--- src/sv/hsb_pkg.sv ---
package hsb_pkg;

    localparam int OP_W   = 2;
    localparam int KEY_W  = 16;
    localparam int SLOT_W = KEY_W + 1;   // key plus valid mark

    localparam logic [OP_W-1:0] OP_INSERT = 2'd0;
    localparam logic [OP_W-1:0] OP_REMOVE = 2'd1;
    // any other code only looks the key up

    localparam int QDEPTH = 4;
    localparam int QPTR_W = 2;

    typedef struct packed {
        logic [OP_W-1:0]  op;
        logic [KEY_W-1:0] key;
    } req_t;

    typedef enum logic [1:0] {
        ST_CLEAR,
        ST_FETCH,
        ST_RESP
    } back_state_t;

endpackage

--- src/sv/hash_set_bucketed_core.sv ---
// Bucketed hash set: insert, remove or find a 16-bit key.
// Slave stream s_*: one request per transaction, tdata = {key, op}
// (op 0 insert, 1 remove, 2 find; 3 acts as find).
// Master stream m_*: one response per request, in request order,
// tdata[0] = key was present before the request, tdata[1] = insert dropped
// because the bucket already held WAYS keys.
// The bucket is key*key mod BUCKETS, worked out in a five-stage front
// pipeline with no divider; requests then wait in a four-entry queue.
// The back end reads one bucket row, then writes it back and registers the
// response; it handles one request at a time and pops the next only after
// that write of the row memory.
// After reset the row memory is swept clear, one bucket per cycle, and
// s_tready stays low until the sweep ends.
// A stalled m_tready holds the response in its output register; the queue
// and front pipeline keep taking requests until they fill, then s_tready
// drops.
module hash_set_bucketed_core
    import hsb_pkg::*;
#(
    parameter int BUCKETS = 16,
    parameter int WAYS    = 4
)
(
    input  logic        clk,
    input  logic        rst_n,
    input  logic        s_tvalid,
    output logic        s_tready,
    input  logic [23:0] s_tdata,   // [1:0] op, [17:2] key, [23:18] zero
    output logic        m_tvalid,
    input  logic        m_tready,
    output logic [7:0]  m_tdata    // [0] found, [1] status, [7:2] zero
);

    localparam int BW = $clog2(BUCKETS);
    localparam int QW = OP_W + KEY_W + BW;

    logic          hold;
    logic          push;
    req_t          push_req;
    logic [BW-1:0] push_bucket;
    logic          q_full;
    logic          q_empty;
    logic          q_pop;
    logic [QW-1:0] q_wdata;
    logic [QW-1:0] q_rdata;
    req_t          pop_req;
    logic [BW-1:0] pop_bucket;

    hsb_front #(
        .BUCKETS (BUCKETS)
    ) u_front (
        .clk         (clk),
        .rst_n       (rst_n),
        .hold        (hold),
        .s_tvalid    (s_tvalid),
        .s_tready    (s_tready),
        .s_tdata     (s_tdata),
        .push        (push),
        .push_req    (push_req),
        .push_bucket (push_bucket),
        .full        (q_full)
    );

    assign q_wdata = {push_req, push_bucket};

    hsb_fifo #(
        .WIDTH (QW)
    ) u_fifo (
        .clk   (clk),
        .rst_n (rst_n),
        .push  (push),
        .wdata (q_wdata),
        .full  (q_full),
        .pop   (q_pop),
        .rdata (q_rdata),
        .empty (q_empty)
    );

    assign pop_req    = q_rdata[QW-1:BW];
    assign pop_bucket = q_rdata[BW-1:0];

    hsb_back #(
        .BUCKETS (BUCKETS),
        .WAYS    (WAYS)
    ) u_back (
        .clk      (clk),
        .rst_n    (rst_n),
        .busy     (hold),
        .empty    (q_empty),
        .pop      (q_pop),
        .req      (pop_req),
        .bucket   (pop_bucket),
        .m_tvalid (m_tvalid),
        .m_tready (m_tready),
        .m_tdata  (m_tdata)
    );

endmodule

--- src/sv/hsb_fifo.sv ---
module hsb_fifo
    import hsb_pkg::*;
#(
    parameter int WIDTH = 22
)
(
    input  logic             clk,
    input  logic             rst_n,
    input  logic             push,
    input  logic [WIDTH-1:0] wdata,
    output logic             full,
    input  logic             pop,
    output logic [WIDTH-1:0] rdata,
    output logic             empty
);

    logic [WIDTH-1:0]  mem_reg [QDEPTH];
    logic [QPTR_W-1:0] wptr_reg, wptr_next;
    logic [QPTR_W-1:0] rptr_reg, rptr_next;
    logic [QPTR_W:0]   cnt_reg, cnt_next;
    logic              do_push;
    logic              do_pop;

    assign full    = (cnt_reg == (QPTR_W+1)'(QDEPTH));
    assign empty   = (cnt_reg == '0);
    assign do_push = push && !full;
    assign do_pop  = pop && !empty;
    assign rdata   = mem_reg[rptr_reg];

    always_comb
    begin
        wptr_next = do_push ? wptr_reg + 1'b1 : wptr_reg;
        rptr_next = do_pop ? rptr_reg + 1'b1 : rptr_reg;
        cnt_next  = cnt_reg;
        if (do_push && !do_pop)
        begin
            cnt_next = cnt_reg + 1'b1;
        end
        else if (do_pop && !do_push)
        begin
            cnt_next = cnt_reg - 1'b1;
        end
    end

    always_ff @(posedge clk or negedge rst_n)
    begin
        if (!rst_n)
        begin
            wptr_reg <= '0;
            rptr_reg <= '0;
            cnt_reg  <= '0;
        end
        else
        begin
            wptr_reg <= wptr_next;
            rptr_reg <= rptr_next;
            cnt_reg  <= cnt_next;
        end
    end

    always_ff @(posedge clk)
    begin
        if (do_push)
        begin
            mem_reg[wptr_reg] <= wdata;
        end
    end

endmodule

--- src/sv/hsb_front.sv ---
module hsb_front
    import hsb_pkg::*;
#(
    parameter int BUCKETS = 16
)
(
    input  logic                       clk,
    input  logic                       rst_n,
    input  logic                       hold,
    input  logic                       s_tvalid,
    output logic                       s_tready,
    input  logic [23:0]                s_tdata,   // [1:0] op, [17:2] key
    output logic                       push,
    output req_t                       push_req,
    output logic [$clog2(BUCKETS)-1:0] push_bucket,
    input  logic                       full
);

    localparam int BW = $clog2(BUCKETS);

    // remainder by BUCKETS through a reciprocal: q = (n * M) >> (N + BW) is exact
    localparam int M1W  = KEY_W + 2;
    localparam int P1W  = KEY_W + M1W;
    localparam int QB1W = KEY_W + BW + 1;
    localparam logic [63:0] M1_FULL = (64'd1 << (KEY_W + BW)) / BUCKETS + 64'd1;

    localparam int N2   = 2 * BW;
    localparam int M2W  = N2 + 2;
    localparam int P2W  = N2 + M2W;
    localparam int QB2W = N2 + BW + 1;
    localparam logic [63:0] M2_FULL = (64'd1 << (N2 + BW)) / BUCKETS + 64'd1;

    logic en;
    logic accept;

    logic [5:1]      v_reg;
    logic [OP_W-1:0] op_reg  [1:5];
    logic [KEY_W-1:0] key_reg [1:5];

    logic [P1W-1:0]   prod1_reg, prod1_next;
    logic [KEY_W-1:0] qb1_reg, qb1_next;
    logic [N2-1:0]    sq_reg [3:5];
    logic [N2-1:0]    sq_next;
    logic [P2W-1:0]   prod2_reg, prod2_next;
    logic [N2-1:0]    qb2_reg, qb2_next;

    logic [P1W-1:0]   q1_full;
    logic [KEY_W-1:0] q1;
    logic [QB1W-1:0]  qb1_full;
    logic [KEY_W-1:0] r1_diff;
    logic [BW-1:0]    r1;
    logic [P2W-1:0]   q2_full;
    logic [N2-1:0]    q2;
    logic [QB2W-1:0]  qb2_full;
    logic [N2-1:0]    r2_diff;

    // whole pipeline steps together; it waits while the back end clears its rows or when the last stage cannot drain
    assign en       = !hold && !(v_reg[5] && full);
    assign s_tready = en;
    assign accept   = s_tvalid && en;

    assign prod1_next = P1W'(s_tdata[OP_W +: KEY_W]) * P1W'(M1_FULL[M1W-1:0]);

    assign q1_full  = prod1_reg >> (KEY_W + BW);
    assign q1       = q1_full[KEY_W-1:0];
    assign qb1_full = QB1W'(q1) * QB1W'(BUCKETS);
    assign qb1_next = qb1_full[KEY_W-1:0];

    assign r1_diff  = key_reg[2] - qb1_reg;
    assign r1       = r1_diff[BW-1:0];
    assign sq_next  = N2'(r1) * N2'(r1);

    assign prod2_next = P2W'(sq_reg[3]) * P2W'(M2_FULL[M2W-1:0]);

    assign q2_full  = prod2_reg >> (N2 + BW);
    assign q2       = q2_full[N2-1:0];
    assign qb2_full = QB2W'(q2) * QB2W'(BUCKETS);
    assign qb2_next = qb2_full[N2-1:0];

    assign r2_diff     = sq_reg[5] - qb2_reg;
    assign push        = en && v_reg[5];
    assign push_bucket = r2_diff[BW-1:0];
    assign push_req.op  = op_reg[5];
    assign push_req.key = key_reg[5];

    always_ff @(posedge clk or negedge rst_n)
    begin
        if (!rst_n)
        begin
            v_reg <= '0;
        end
        else if (en)
        begin
            v_reg <= {v_reg[4:1], accept};
        end
    end

    always_ff @(posedge clk)
    begin
        if (en)
        begin
            op_reg[1]  <= s_tdata[OP_W-1:0];
            key_reg[1] <= s_tdata[OP_W +: KEY_W];
            for (int i = 2; i <= 5; i++)
            begin
                op_reg[i]  <= op_reg[i-1];
                key_reg[i] <= key_reg[i-1];
            end
            prod1_reg <= prod1_next;
            qb1_reg   <= qb1_next;
            sq_reg[3] <= sq_next;
            sq_reg[4] <= sq_reg[3];
            sq_reg[5] <= sq_reg[4];
            prod2_reg <= prod2_next;
            qb2_reg   <= qb2_next;
        end
    end

endmodule

--- src/sv/hsb_back.sv ---
module hsb_back
    import hsb_pkg::*;
#(
    parameter int BUCKETS = 16,
    parameter int WAYS    = 4
)
(
    input  logic                       clk,
    input  logic                       rst_n,
    output logic                       busy,
    input  logic                       empty,
    output logic                       pop,
    input  req_t                       req,
    input  logic [$clog2(BUCKETS)-1:0] bucket,
    output logic                       m_tvalid,
    input  logic                       m_tready,
    output logic [7:0]                 m_tdata    // [0] found, [1] status
);

    localparam int BW   = $clog2(BUCKETS);
    localparam int ROWW = WAYS * SLOT_W;

    back_state_t st_reg, st_next;

    logic [ROWW-1:0]  mem [BUCKETS];
    logic [ROWW-1:0]  rd_row_reg;
    logic [BW-1:0]    clr_reg, clr_next;
    logic [OP_W-1:0]  cur_op_reg;
    logic [KEY_W-1:0] cur_key_reg;
    logic [BW-1:0]    cur_bkt_reg;
    logic             out_valid_reg, out_valid_next;
    logic             found_reg;
    logic             status_reg;

    logic             mem_we;
    logic [BW-1:0]    mem_waddr;
    logic [ROWW-1:0]  mem_wdata;
    logic             rd_en;
    logic             res_load;
    logic             clr_last;
    logic             out_free;

    logic [WAYS-1:0]  hit_vec;
    logic [WAYS-1:0]  free_sel;
    logic             hit_any;
    logic             free_any;
    logic             is_ins;
    logic             is_rem;
    logic             drop;
    logic [ROWW-1:0]  new_row;

    assign clr_last = (clr_reg == BW'(BUCKETS - 1));
    assign out_free = !out_valid_reg || m_tready;
    assign busy     = (st_reg == ST_CLEAR);
    assign is_ins   = (cur_op_reg == OP_INSERT);
    assign is_rem   = (cur_op_reg == OP_REMOVE);

    always_comb
    begin
        hit_vec  = '0;
        free_sel = '0;
        free_any = 1'b0;
        for (int w = 0; w < WAYS; w++)
        begin
            hit_vec[w] = rd_row_reg[w*SLOT_W + KEY_W]
                         && (rd_row_reg[w*SLOT_W +: KEY_W] == cur_key_reg);
            if (!rd_row_reg[w*SLOT_W + KEY_W] && !free_any)
            begin
                free_sel[w] = 1'b1;
                free_any    = 1'b1;
            end
        end
        hit_any = |hit_vec;
        drop    = is_ins && !hit_any && !free_any;
    end

    always_comb
    begin
        new_row = rd_row_reg;
        for (int w = 0; w < WAYS; w++)
        begin
            if (is_ins && !hit_any && free_sel[w])
            begin
                new_row[w*SLOT_W +: SLOT_W] = {1'b1, cur_key_reg};
            end
            if (is_rem && hit_vec[w])
            begin
                new_row[w*SLOT_W + KEY_W] = 1'b0;
            end
        end
    end

    always_comb
    begin
        st_next = st_reg;
        unique case (st_reg)
            ST_CLEAR:
            begin
                if (clr_last)
                begin
                    st_next = ST_FETCH;
                end
            end
            ST_FETCH:
            begin
                if (!empty)
                begin
                    st_next = ST_RESP;
                end
            end
            ST_RESP:
            begin
                if (out_free)
                begin
                    st_next = ST_FETCH;
                end
            end
            default:
            begin
                st_next = ST_CLEAR;
            end
        endcase
    end

    always_comb
    begin
        mem_we    = 1'b0;
        mem_waddr = cur_bkt_reg;
        mem_wdata = new_row;
        rd_en     = 1'b0;
        pop       = 1'b0;
        res_load  = 1'b0;
        clr_next  = clr_reg;
        unique case (st_reg)
            ST_CLEAR:
            begin
                mem_we    = 1'b1;
                mem_waddr = clr_reg;
                mem_wdata = '0;
                clr_next  = clr_reg + 1'b1;
            end
            ST_FETCH:
            begin
                pop   = !empty;
                rd_en = !empty;
            end
            ST_RESP:
            begin
                mem_we   = out_free;
                res_load = out_free;
            end
            default:
            begin
                clr_next = '0;
            end
        endcase
    end

    always_comb
    begin
        out_valid_next = out_valid_reg;
        if (res_load)
        begin
            out_valid_next = 1'b1;
        end
        else if (m_tready)
        begin
            out_valid_next = 1'b0;
        end
    end

    always_ff @(posedge clk or negedge rst_n)
    begin
        if (!rst_n)
        begin
            st_reg        <= ST_CLEAR;
            clr_reg       <= '0;
            out_valid_reg <= 1'b0;
        end
        else
        begin
            st_reg        <= st_next;
            clr_reg       <= clr_next;
            out_valid_reg <= out_valid_next;
        end
    end

    always_ff @(posedge clk)
    begin
        if (pop)
        begin
            cur_op_reg  <= req.op;
            cur_key_reg <= req.key;
            cur_bkt_reg <= bucket;
        end
        if (res_load)
        begin
            found_reg  <= hit_any;
            status_reg <= drop;
        end
    end

    // bucket rows: keys with valid marks, one row per bucket
    always_ff @(posedge clk)
    begin
        if (mem_we)
        begin
            mem[mem_waddr] <= mem_wdata;
        end
    end

    always_ff @(posedge clk)
    begin
        if (rd_en)
        begin
            rd_row_reg <= mem[bucket];
        end
    end

    assign m_tvalid = out_valid_reg;
    assign m_tdata  = {6'b0, status_reg, found_reg};

endmodule
--- config.mk ---
export PLATFORM = sky130hd
export DESIGN_NAME = hash_set_bucketed_core
export DESIGN_NICKNAME = d
export VERILOG_FILES = /design/src/sv/hsb_pkg.sv /design/src/sv/hash_set_bucketed_core.sv /design/src/sv/hsb_fifo.sv /design/src/sv/hsb_front.sv /design/src/sv/hsb_back.sv
export SDC_FILE = /design/constraint.sdc
export NUM_CORES = 1
export LEC_CHECK = 0
export BUFFER_PORTS_ARGS = -buffer_cell sky130_fd_sc_hd__buf_2
export CAP_MARGIN = 40
export CORE_ASPECT_RATIO = 0.75
export CORE_MARGIN = 2
export CORE_UTILIZATION = 56
export DETAILED_ROUTE_END_ITERATION = 8
export GPL_TIMING_DRIVEN = 0
export PLACE_DENSITY = 0.78
export SLEW_MARGIN = 0
export SYNTH_ARGS = -nofsm -noshare
export SYNTH_HDL_FRONTEND = slang
export SYNTH_SLANG_ARGS = --single-unit
--- constraint.sdc ---
create_clock -name clk -period 7.4 [get_ports clk]
set_input_delay 1.48 -clock clk [delete_from_list [all_inputs] [get_ports clk]]
set_output_delay 1.48 -clock clk [all_outputs]
set_load 0.02 [all_outputs]
; After elaboration in Yosys (flattened, before gate mapping)
; Memories as Yosys holds them, arrays and structs flattened. A register that Yosys moved wholly into a read port is not among the register bits.
; Index checks and enable logic that the tools add are counted.
; W data, S select, Z words.
[word_totals]
reg_bits = 43
ram_bits = 1290
inputBits = 28
out_inout_bits = 10
elab_cells = 120
memories = 5
[op_classes]
n_addsub = 7
mul = 1
n_eq_ne = 12
n_mux = 35
reduce_logical = 48
[mem_list]
columns = name, depth, word_bits, read_ports, rd_ports_with_merged_regs, write_ports, line
row1 = u_back.mem, 16, 68, 1, 1, 1, hsb_back.sv:25  ; logic [ROWW-1:0] mem [BUCKETS];
row2 = u_fifo.mem_reg, 4, 22, 1, 0, 1, hsb_fifo.sv:17  ; logic [WIDTH-1:0] mem_reg [QDEPTH];
row3 = u_front.key_reg, 5, 16, 5, 0, 5, hsb_front.sv:38  ; logic [KEY_W-1:0] key_reg [1:5];
row4 = u_front.sq_reg, 3, 8, 3, 0, 3, hsb_front.sv:42  ; logic [N2-1:0] sq_reg [3:5];
row5 = u_front.op_reg, 5, 2, 5, 0, 5, hsb_front.sv:37  ; logic [OP_W-1:0] op_reg [1:5];
[ops]
columns = cell, count
row1 = $mux W17, 4
row2 = $mux W68, 1
row3 = $eq A16 B16 Y1, 4
row4 = $logic_and A1 B1 Y1, 25
row5 = $mux W1, 21
row6 = $logic_not A1 Y1, 14
row7 = $mul A4 B4 Y8, 1
row8 = $pmux W4 S2, 1
row9 = $sub A4 B1 Y4 const B, 2
row10 = $mux W2, 3
row11 = $mux W3, 2
row12 = $pmux W2 S3, 1
row13 = $add A2 B1 Y2 const B, 2
row14 = $add A4 B1 Y4 const B, 1
row15 = $eq A2 B1 Y1 const B, 2
row16 = $eq A4 B4 Y1 const B, 1
row17 = $logic_not A2 Y1, 2
row18 = $mux W4, 1
row19 = $ne A2 B1 Y1 const B, 2
row20 = $reduce_bool A2 Y1, 2
row21 = $reduce_or A4 Y1, 1
row22 = $add A3 B1 Y3 const B, 1
row23 = $eq A3 B3 Y1 const B, 1
row24 = $logic_not A3 Y1, 1
row25 = 7 further kinds, 7

; Longest topological paths before layout
; Gate-level depths: netlist (run 1).
[logic_depth]
word_depth = 13
depth_mapped = 10
ltp_nobuf = 10

; By module
; From an unflattened synthesis (run 1), not the netlist that was laid out.
[hier_totals]
hier_cells = 2262
area_unflattened_um2 = 53152.2
[by_module_without_submodules]
columns = module, n_inst, cells_per_inst, area_each_um2, seq_area_each_um2
row1 = hsb_back, 1, 1977, 46258.1, 35609.2
row2 = hsb_fifo, 1, 151, 3628.5, 2817.7
row3 = hsb_front, 1, 134, 3265.6, 3007.9

; Worst setup path after synthesis (run 1)
; OpenSTA, ideal clock, no wires.
[synth_timing]
path_kind = register to output
start = register u_front.v_reg[5] (netlist bit)
end = output port s_tready
arrival_time_ns = 6.180
required_time_ns = 5.920
setup_slack_ns = -0.260
path_stages_with_launch = 2
cell_sequence = dfrtp_1 -> a31oi_1
[synth_via]
elab_chain_cells = 3
[synth_rtl]
columns = element, line
row1 = "start, declared", hsb_front.sv:36  ; logic [5:1] v_reg;
row2 = "start signal, assigned", hsb_front.sv:94  ; v_reg <= {v_reg[4:1], accept};
row3 = $logic_and A1 B1 Y1, hsb_front.sv:58  ; assign en = !hold && !(v_reg[5] && full);
row4 = $logic_not A1 Y1, hsb_front.sv:58
row5 = $logic_and A1 B1 Y1, hsb_front.sv:58
row6 = "end, declared", hash_set_bucketed_core.sv:27  ; output logic s_tready,
; No other way between the ends.

; Final worst setup path (run 1)
[layout_timing]
start = register u_back.st_reg[1]
end = memory u_back.mem[12][22] (netlist bit), enable pin
[layout_via]
elab_chain_cells = 4
word_cells_on_any_way = 6
[layout_rtl]
columns = element, line
row1 = "start, declared", hsb_back.sv:23  ; back_state_t st_reg, st_next;
row2 = "start signal, assigned", hsb_back.sv:182  ; st_reg <= st_next;
row3 = $eq A2 B2 Y1 / $logic_not A2 Y1 (equally long branches), hsb_back.sv:134  ; unique case (st_reg)
row4 = $pmux W1 S2, hsb_back.sv:134
row5 = $mux W1, hsb_back.sv:206  ; if (mem_we)
row6 = $mux W1 (implied by the code), hsb_back.sv:208  ; mem[mem_waddr] <= mem_wdata;
row7 = "end, declared", hsb_back.sv:25
; Parallel ways exist; a longest one is shown, timed or not.

==> results.txt, run 1 <==
The run finished with clean final reports. For this run, the register share of the synthesized area comes to 0.770. In this run the power spent charging and discharging nets is 0.00586 W. The cell type with the highest aggregate area in the netlist is sky130_fd_sc_hd__edfxtp_1. Tracing the worst setup path back leads to its startpoint at u_back.st_reg[1]$_DFFE_PN0P_.

The root buffer cell chosen for the clock tree is sky130_fd_sc_hd__clkbuf_16. In the final layout, flip-flops and latches occupy 24800 sq um. By startpoint and endpoint, the worst setup path is classified as register to register.

The total standard cell area after synthesis came out at 32200 sq um. The worst endpoint data arrival time came out at 4.78 ns. For the worst-skew pair, the clock arrives at the later sink with an insertion delay of 0.63 ns. Dividing the detail-routed via count by the number of cells gives 6.15. The number of standard cells after synthesis is 1492. The sum of routed wire length over all layers came out at 68.5 mm.

The cell internal power dissipation came out at 0.0123 W. The final net count came out at 1671. The number of violations of the max-capacitance limit is 0.

The kind of capture point of the worst setup path is a register. The core utilization of the finished layout came out at 0.639. The achievable frequency is 0.224 GHz. The slew at the pin with the worst max-slew slack came out at 1.16 ns. In this run the tightest slew margin relative to its limit is 0.226.

Once the clock tree was built, the resizer swapped 0 gates to a different size. The switching fraction of total power came out at 0.323. The count of buffers inserted at the top-level ports came out at 25. Setup repair after global routing left no endpoint under its margin. The pin count of the biggest net entering global routing came out at 53. The average cell area after synthesis is 21.6 sq um. The number of DRC markers in iteration 0 is 1875. The CTS buffer count came out at 73. The worst min-delay path category is register to register.

The share of power burned in registers came out at 0.458. The worst path setup slack after routing came out at 2.94 ns. Synthesis inferred 829 register bits.

The via count of the first global-routing pass is 15483. The growth of design area from synthesis to finish came out at 13.3%. The boundary pin count is 38. In the synthesized netlist the dominant register cell turns out to be sky130_fd_sc_hd__edfxtp_1. The shortest period the worst path allows is 4.46 ns. For this block, the via count after detailed routing is 15171. The worst clock skew on the final layout came out at 0.0262 ns. In this run the power density over the cells is 497 nW/um^2. The starting utilization of the core area is 0.564. In the global route stage, overall resource usage came out at 0.238.

At the end of routability-driven placement, the weighted congestion stood at 0.942. The number of remaining DRC errors came out at 0. In this run the critical register-to-register path is launched from u_back.st_reg[1]$_DFFE_PN0P_. The area share of the largest cell type after synthesis is 0.755. For this design the static power due to leakage is 12.0 nW. The clock net in this run drives a total of 829 sinks. The share of final-layout standard cells stronger than drive strength 1 is 0.269. The worst vdd rail ir drop is 0.265 mV. The global-route wire length before repair came out at 101 mm. The height of the die came out at 212 microns. The setup TNS after final layout came out at 0 ns. The global route total overflow came out at 0. Fill cells in the final layout number 3649. The final hold violation count is 0. For this run, asynchronously set or reset flops after synthesis account for 0.0229.

The startpoint identified for the worst hold timing path is u_front.key_reg[0][29]$_DFFE_PN_. The share of total power dissipated in the clock network is 0.206. The area of the placeable core is 57100 sq um. By area the synthesized netlist is led by sky130_fd_sc_hd__edfxtp_1, sky130_fd_sc_hd__mux4_2, sky130_fd_sc_hd__mux2_2, sky130_fd_sc_hd__mux2i_1, sky130_fd_sc_hd__nand2b_1.

The final cycle utilization of the critical path is 0.602. The detailed-placement wirelength estimate is 43.3 mm. The detail-routed net length per standard cell is 27.8 microns. The final max-slew violation count came out at 0.

The setup violation total in the final timing report is 0. The flip-flop count of the largest register, all copies and words added is 544. The number of different library cells used by synthesis comes to 43. The largest fanout on the critical path is 23. During synthesis, Yosys emitted a total of 0 warnings. The post-CTS setup buffer count is 0.

The total iterations of the first detailed-routing run is 5. The remaining antenna violation count came out at 0. Clock-pin slew was measured on the worst setup and hold paths at 0.07 ns. Of the total power, combinational logic draws 0.336. The area enclosed by the die boundary came out at 59500 sq um. The die extent in x came out at 281 microns. The maximum clock path buffer count came out at 3.

STA puts the critical path data required time at 7.72 ns. The floorplan row count is 76. The hold buffer count at CTS came out at 0. The worst setup path is launched from a register. TritonCTS built the clock tree.

Prior to clock tree synthesis, the placed netlist has a worst setup slack of 3.06 ns. The H-tree depth came out at 3. The area taken by multi-input logic gates came out at 6990 sq um. The initial antenna violation count is 0.

The number of flops mapped to enable cells by yosys is 810.
metal layers:
metal | share of wire | routed length, microns | GRT usage
met5 | 0 | 0 | 0
met4 | 0.030 | 2030 | 0.0765
met3 | 0.10 | 7080 | 0.0656
met2 | 0.48 | 32800 | 0.372
met1 | 0.39 | 26600 | 0.329
path summary, 6_finish.rpt:
kind | depth (start not counted) | slack [ns] | to
min in group asynchronous | 1 | 0.82 | u_back.clr_reg[0]$_DFFE_PN0N_
min | 0 | 0.41 | u_front.key_reg[0][45]$_DFFE_PN_
max in group asynchronous | 1 | 6.22 | u_fifo.rptr_reg[0]$_DFFE_PN0P_
max | 10 | 2.94 | u_back.mem[12][22]$_DFFE_PP_
max reg2reg | 10 | 2.94 | u_back.mem[12][22]$_DFFE_PP_
min reg2reg | 0 | 0.41 | u_front.key_reg[0][45]$_DFFE_PN_
power groups by stage:
stage,logic (W),registers [W],clock network (W)
2_1_floorplan,0.00400,0.00816,0
3_3_place_gp,0.00547,0.00847,0
3_5_place_dp,0.00604,0.00834,0
4_1_cts,0.00613,0.00829,0.00379
5_1_grt,0.00649,0.00840,0.00396
6_report,0.00611,0.00830,0.00374
cells by family after synthesis:
| group | synth area share |
|---|---|
| adders and majority gates | 0.00412 |
| xor gates and xnor gates | 0.0193 |
| buffers and inverters | 0.0159 |
| and+or+nand+nor | 0.0307 |
| DFF | 0.770 |
| other | 0.000116 |
| muxes | 0.154 |
| AOI/OAI and AO/OA | 0.00579 |
worst max-delay path, cell delays in order, from the launching register on:
cell and delay [ns]:
sky130_fd_sc_hd__dfrtp_1 0.40, sky130_fd_sc_hd__inv_1 0.13, sky130_fd_sc_hd__ha_1 0.28, sky130_fd_sc_hd__clkbuf_1 0.55, sky130_fd_sc_hd__clkbuf_1 0.56, sky130_fd_sc_hd__clkbuf_1 0.58, sky130_fd_sc_hd__a31oi_1 0.38, sky130_fd_sc_hd__nor2_4 0.57
sky130_fd_sc_hd__buf_12 0.28, sky130_fd_sc_hd__buf_12 0.23, sky130_fd_sc_hd__buf_16 0.19
cell usage after synthesis (2+ instances only):
cell                       instances
sky130_fd_sc_hd__o21ai_0           7
sky130_fd_sc_hd__xor2_1           23
sky130_fd_sc_hd__dfrtp_1          19
sky130_fd_sc_hd__nand2b_1         78
sky130_fd_sc_hd__buf_6             6
sky130_fd_sc_hd__xnor2_1          48
sky130_fd_sc_hd__buf_1             6
sky130_fd_sc_hd__nor2b_1           3
sky130_fd_sc_hd__or2b_1            7
sky130_fd_sc_hd__and2_1            5
sky130_fd_sc_hd__ha_1              9
sky130_fd_sc_hd__nor2_1           17
sky130_fd_sc_hd__nand3_1           5
sky130_fd_sc_hd__inv_1            12
sky130_fd_sc_hd__mux2i_1          64
sky130_fd_sc_hd__buf_4            21
sky130_fd_sc_hd__nor4_4            3
sky130_fd_sc_hd__nor3_1            6
sky130_fd_sc_hd__nand2_2           2
sky130_fd_sc_hd__a21oi_1           6
sky130_fd_sc_hd__mux2_2           72
sky130_fd_sc_hd__a211oi_1          3
sky130_fd_sc_hd__nand2_1          16
sky130_fd_sc_hd__mux4_2          156
sky130_fd_sc_hd__nor4_1            9
sky130_fd_sc_hd__a22o_1            2
sky130_fd_sc_hd__edfxtp_1        810
sky130_fd_sc_hd__buf_2            17
sky130_fd_sc_hd__a31oi_1           2
sky130_fd_sc_hd__nand4_1          10
sky130_fd_sc_hd__o21a_1            2
sky130_fd_sc_hd__o32a_1            2
sky130_fd_sc_hd__clkbuf_1         34
final cells by class:
type                       count  share of cell area
sequential                   829               0.679
multi-input combinational    571               0.192
clock buffer                  93              0.0550
tap                          780              0.0267
timing repair buffer          61              0.0247
buffer                        84              0.0126
clock inverter                34             0.00853
inverter                      13             0.00147
antenna                        1           0.0000685
layout by cell type (no fill, tap or decap), drive strengths merged, types with 2 or more instances in the layout:
| cell | count |
|---|---|
| and3 | 2 |
| mux4 | 156 |
| dfrtp | 19 |
| nor2b | 3 |
| nand2 | 18 |
| edfxtp | 810 |
| a21oi | 6 |
| clkbuf | 127 |
| bufinv | 5 |
| xor2 | 23 |
| xnor2 | 48 |
| inv | 15 |
| nand4 | 10 |
| o32a | 2 |
| clkinv | 22 |
| or2b | 7 |
| a31oi | 2 |
| a211oi | 3 |
| conb | 6 |
| nor4 | 12 |
| mux2i | 64 |
| mux2 | 72 |
| nor3 | 6 |
| o21a | 2 |
| nand3 | 5 |
| and2 | 5 |
| ha | 9 |
| o21ai | 7 |
| nor2 | 17 |
| clkinvlp | 5 |
| nand2b | 78 |
| a22o | 2 |
| buf | 111 |
metrics by stage:
stage	power [W]	hold WS, ns	cells	cell area [sq um]
2_1_floorplan	0.0122	0.400	1497	32200
3_3_place_gp	0.0139	0.401	2302	33300
3_5_place_dp	0.0144	0.405	2338	34200
4_1_cts	0.0182	0.413	2465	36500
5_1_grt	0.0188	0.420	2465	36500
6_report	0.0182	0.414	2466	36500
Power figures use the tool's default switching activity.
==> inputs of run 2 (changes only) <==
- ABC_AREA: not set -> 1
- CORE_UTILIZATION: 56 -> 63
- PLACE_DENSITY: 0.78 -> 0.83
- clock period: 7.4 -> 4.63 ns (I/O delays scaled with it)
==> results.txt, run 2 <==
The global-route wire length before repair came out at 142 mm. The hold buffer count at CTS came out at 0. After floorplanning, the core was divided into 73 placement rows. Sorting the synthesized cells by how often they occur yields sky130_fd_sc_hd__edfxtp_1, sky130_fd_sc_hd__nand2_1, sky130_fd_sc_hd__nor2_1. The pin count of the biggest net entering global routing came out at 47. The initial antenna violation count is 3. Summing every instance area after synthesis gives 33900 sq um. Compared with the post-synthesis result, the final layout area differs by 12.1%.

The number of synthesis warnings came out at 0. The tree built by TritonCTS fans out to 829 sinks. The via count of the first global-routing pass is 23058. The critical path goes through inv_1 -> ha_1 -> clkbuf_1 -> inv_1 -> clkbuf_1 -> clkbuf_1 -> nand2_1 -> nand3_1 -> nor2_4 -> buf_12. The slew at the pin with the worst max-slew slack came out at 0.998 ns. The clock-pin slew on the worst setup and hold paths is 0.06 ns. Timing would allow up to 0.248 GHz.

In this design, the critical path's most frequently occurring cell is sky130_fd_sc_hd__clkbuf_1. The detail-routed net length per standard cell is 25.7 microns. The kind of capture point of the worst setup path is a register.

The detailed-placement wirelength estimate came out at 63.4 mm. The worst clock skew on the final layout came out at 0.0360 ns. Among all flip-flop cells after synthesis, the most frequent one is sky130_fd_sc_hd__edfxtp_1.

The final cycle utilization of the critical path is 0.872. The area enclosed by the die boundary is 55600 sq um. The average cell area after synthesis came out at 12.0 sq um.

The die extent in x came out at 272 microns. Broken down by cell family, the worst path's largest delay share belongs to buffers and inverters. The area of the placeable core is 53100 sq um. The height of the die is 205 microns. Counting I/O delays and the setup requirement, the final critical path takes 4.04 ns. The area share of the largest cell type after synthesis came out at 0.718.

The number of distinct standard cells referenced by the synthesized netlist is 41. The CTS tree is done. The antenna diode instance count is 0. The slowest stage of the critical path is the sky130_fd_sc_hd__nor2_4 cell. 38 I/O pins were placed. The instance area at placement is 35500 sq um.

The final max-slew violation count came out at 0. The sum of routed wire length over all layers is 95.6 mm. The tightest min-delay check is of the input pin to async pin type. The number of DRC markers in iteration 0 came out at 4414.

Once layout is done, the placed cells without fillers occupy 38000 sq um. The number of clock buffers added by TritonCTS is 76. The headroom to the max-slew limit is 0.332. In the final layout, the share of cells above drive strength 1 is 0.0850. The number of flops mapped to enable cells by yosys is 810. The clock tree root buffer cell is sky130_fd_sc_hd__clkbuf_16. The worst endpoint data arrival time is 4.35 ns. Together, buffers and inverters on the worst path number 6.

The top cell types in the final layout, fill and taps aside, are sky130_fd_sc_hd__edfxtp_1, sky130_fd_sc_hd__nand2_1, sky130_fd_sc_hd__nor2_1, sky130_fd_sc_hd__o21ai_0, sky130_fd_sc_hd__inv_1. The sequential-to-total area share from yosys stat came out at 0.732. The vias after detailed routing came out at 23860. The flip-flop count of the largest register, all copies and words added is 544. The average via count per standard cell came out at 6.41. The post-CTS setup buffer count is 0. The number of standard cells after synthesis came out at 2816. In this run, synthesis produced a sequential element count of 829. The congestion estimate from routability-driven global placement came to 0.986. The critical path startpoint category is a register. The H-tree was split into 3 levels.

The critical path in this run is classified as register to register. The total iterations of the first detailed-routing run is 8. The quantity of gates resized following cts came out at 0. Of all nets on the critical path, the largest fanout is 25. The starting utilization of the core area is 0.638. In the global route stage, overall resource usage came out at 0.348. The global route total overflow came out at 0. The final hold violation count came out at 0. For this run, design rule violations remaining after detail routing come to 0.

After synthesis, the cell types taking the most area are sky130_fd_sc_hd__edfxtp_1, sky130_fd_sc_hd__nand2_1, sky130_fd_sc_hd__nor2_1, sky130_fd_sc_hd__o21ai_0, sky130_fd_sc_hd__o22ai_1. The setup violation total in the final timing report is 0. The remaining antenna violation count came out at 0. The stage delay of the slowest cell on the critical path is 0.82 ns. Setup repair after global routing left no endpoint under its margin. The clock insertion delay at the later pin of the skew report is 0.64 ns. The most repeated cell in the gate-level netlist after synthesis is sky130_fd_sc_hd__edfxtp_1.

The final net count is 2990. Of all cell types, the one taking the most synthesized area is sky130_fd_sc_hd__edfxtp_1. The count of buffers inserted at the top-level ports is 25. The number of violations of the max-capacitance limit came out at 0. The flow ran to the end, and the final reports show no timing, DRC or antenna violations. The data required time of the critical path came out at 4.94 ns. Leaving out fill and tap cells, the most frequent cell in the layout is sky130_fd_sc_hd__edfxtp_1. The clock passes through at most 3 buffers.

The fraction of registers with async set or reset after synthesis is 0.0229.
==> run 2: changes by cell type in the layout (fill, tap and decap cells not counted), moves of 67 or more <==
cell / delta
sky130_fd_sc_hd__clkbuf_1: +67
sky130_fd_sc_hd__inv_1: +158
sky130_fd_sc_hd__mux2_2: -71
sky130_fd_sc_hd__mux4_2: -156
sky130_fd_sc_hd__nand2_1: +508
sky130_fd_sc_hd__nand2b_1: -78
sky130_fd_sc_hd__nand4_1: +70
sky130_fd_sc_hd__nor2_1: +418
sky130_fd_sc_hd__o21ai_0: +297
sky130_fd_sc_hd__o22ai_1: +155
==> run 2: per-stage QoR <==
| stage | hold WS, ns | util | TNS [ns] | std cells | worst slack, ns |
|---|---|---|---|---|---|
| 6_report | 0.223 | 0.715 | 0 | 3723 | 0.591 |
| 5_1_grt | 0.227 | 0.715 | 0 | 3723 | 0.511 |
| 4_1_cts | 0.209 | 0.715 | 0 | 3722 | 0.708 |
| 3_5_place_dp | 0.405 | 0.669 | 0 | 3585 | 0.802 |
| 3_3_place_gp | 0.401 | 0.658 | -1735.60 | 3558 | -3.28 |
| 2_1_floorplan | 0.400 | - | -114.89 | 2821 | -0.212 |
==> run 2: kinds of logic (layout without fill, tap and decap cells) <==
logic type | Yosys count | after routing | synth area share
other cells | 1 | 6 | 0.000111
buf+inv | 349 | 539 | 0.0433
simple gates | 1098 | 1098 | 0.133
mux | 1 | 1 | 0.000332
fa+ha+maj | 10 | 10 | 0.00392
compound gates | 511 | 511 | 0.0825
flops | 829 | 829 | 0.732
xor+xnor | 17 | 17 | 0.00440
==> run 2: path summary, 6_finish.rpt <==
path	end	depth (start not counted)	slack, ns	start
max in group asynchronous	u_fifo.rptr_reg[1]$_DFFE_PN0P_	1	4.09	rst_n
min	u_fifo.cnt_reg[0]$_DFFE_PN0P_	1	0.22	rst_n
min in group clk	u_front.key_reg[0][89]$_DFFE_PN_	0	0.41	u_front.key_reg[0][73]$_DFFE_PN_
min reg2reg	u_front.key_reg[0][89]$_DFFE_PN_	0	0.41	u_front.key_reg[0][73]$_DFFE_PN_
max	u_back.mem[9][58]$_DFFE_PP_	10	0.59	u_back.st_reg[0]$_DFFE_PN0P_
max reg2reg	u_back.mem[9][58]$_DFFE_PP_	10	0.59	u_back.st_reg[0]$_DFFE_PN0P_
==> run 2: cell type report <==
class	instances	area, sq um
buffer	159	753
multi-input combinational	1643	7700
clock buffer	96	2030
fill	3355	15100
inverter	190	717
timing repair buffer	53	663
clock inverter	41	398
sequential	829	24800
tap	712	891
==> run 2: routing by layer <==
metal | share of wire | GRT usage
met1 | 0.38 | 0.511
met2 | 0.45 | 0.521
met3 | 0.15 | 0.0858
met4 | 0.029 | 0.108
met5 | 0 | 0
Power of run 2 is left out: the tool's default activity adds up to more than one toggle a clock period on the data nets, which glitch-free logic cannot reach.
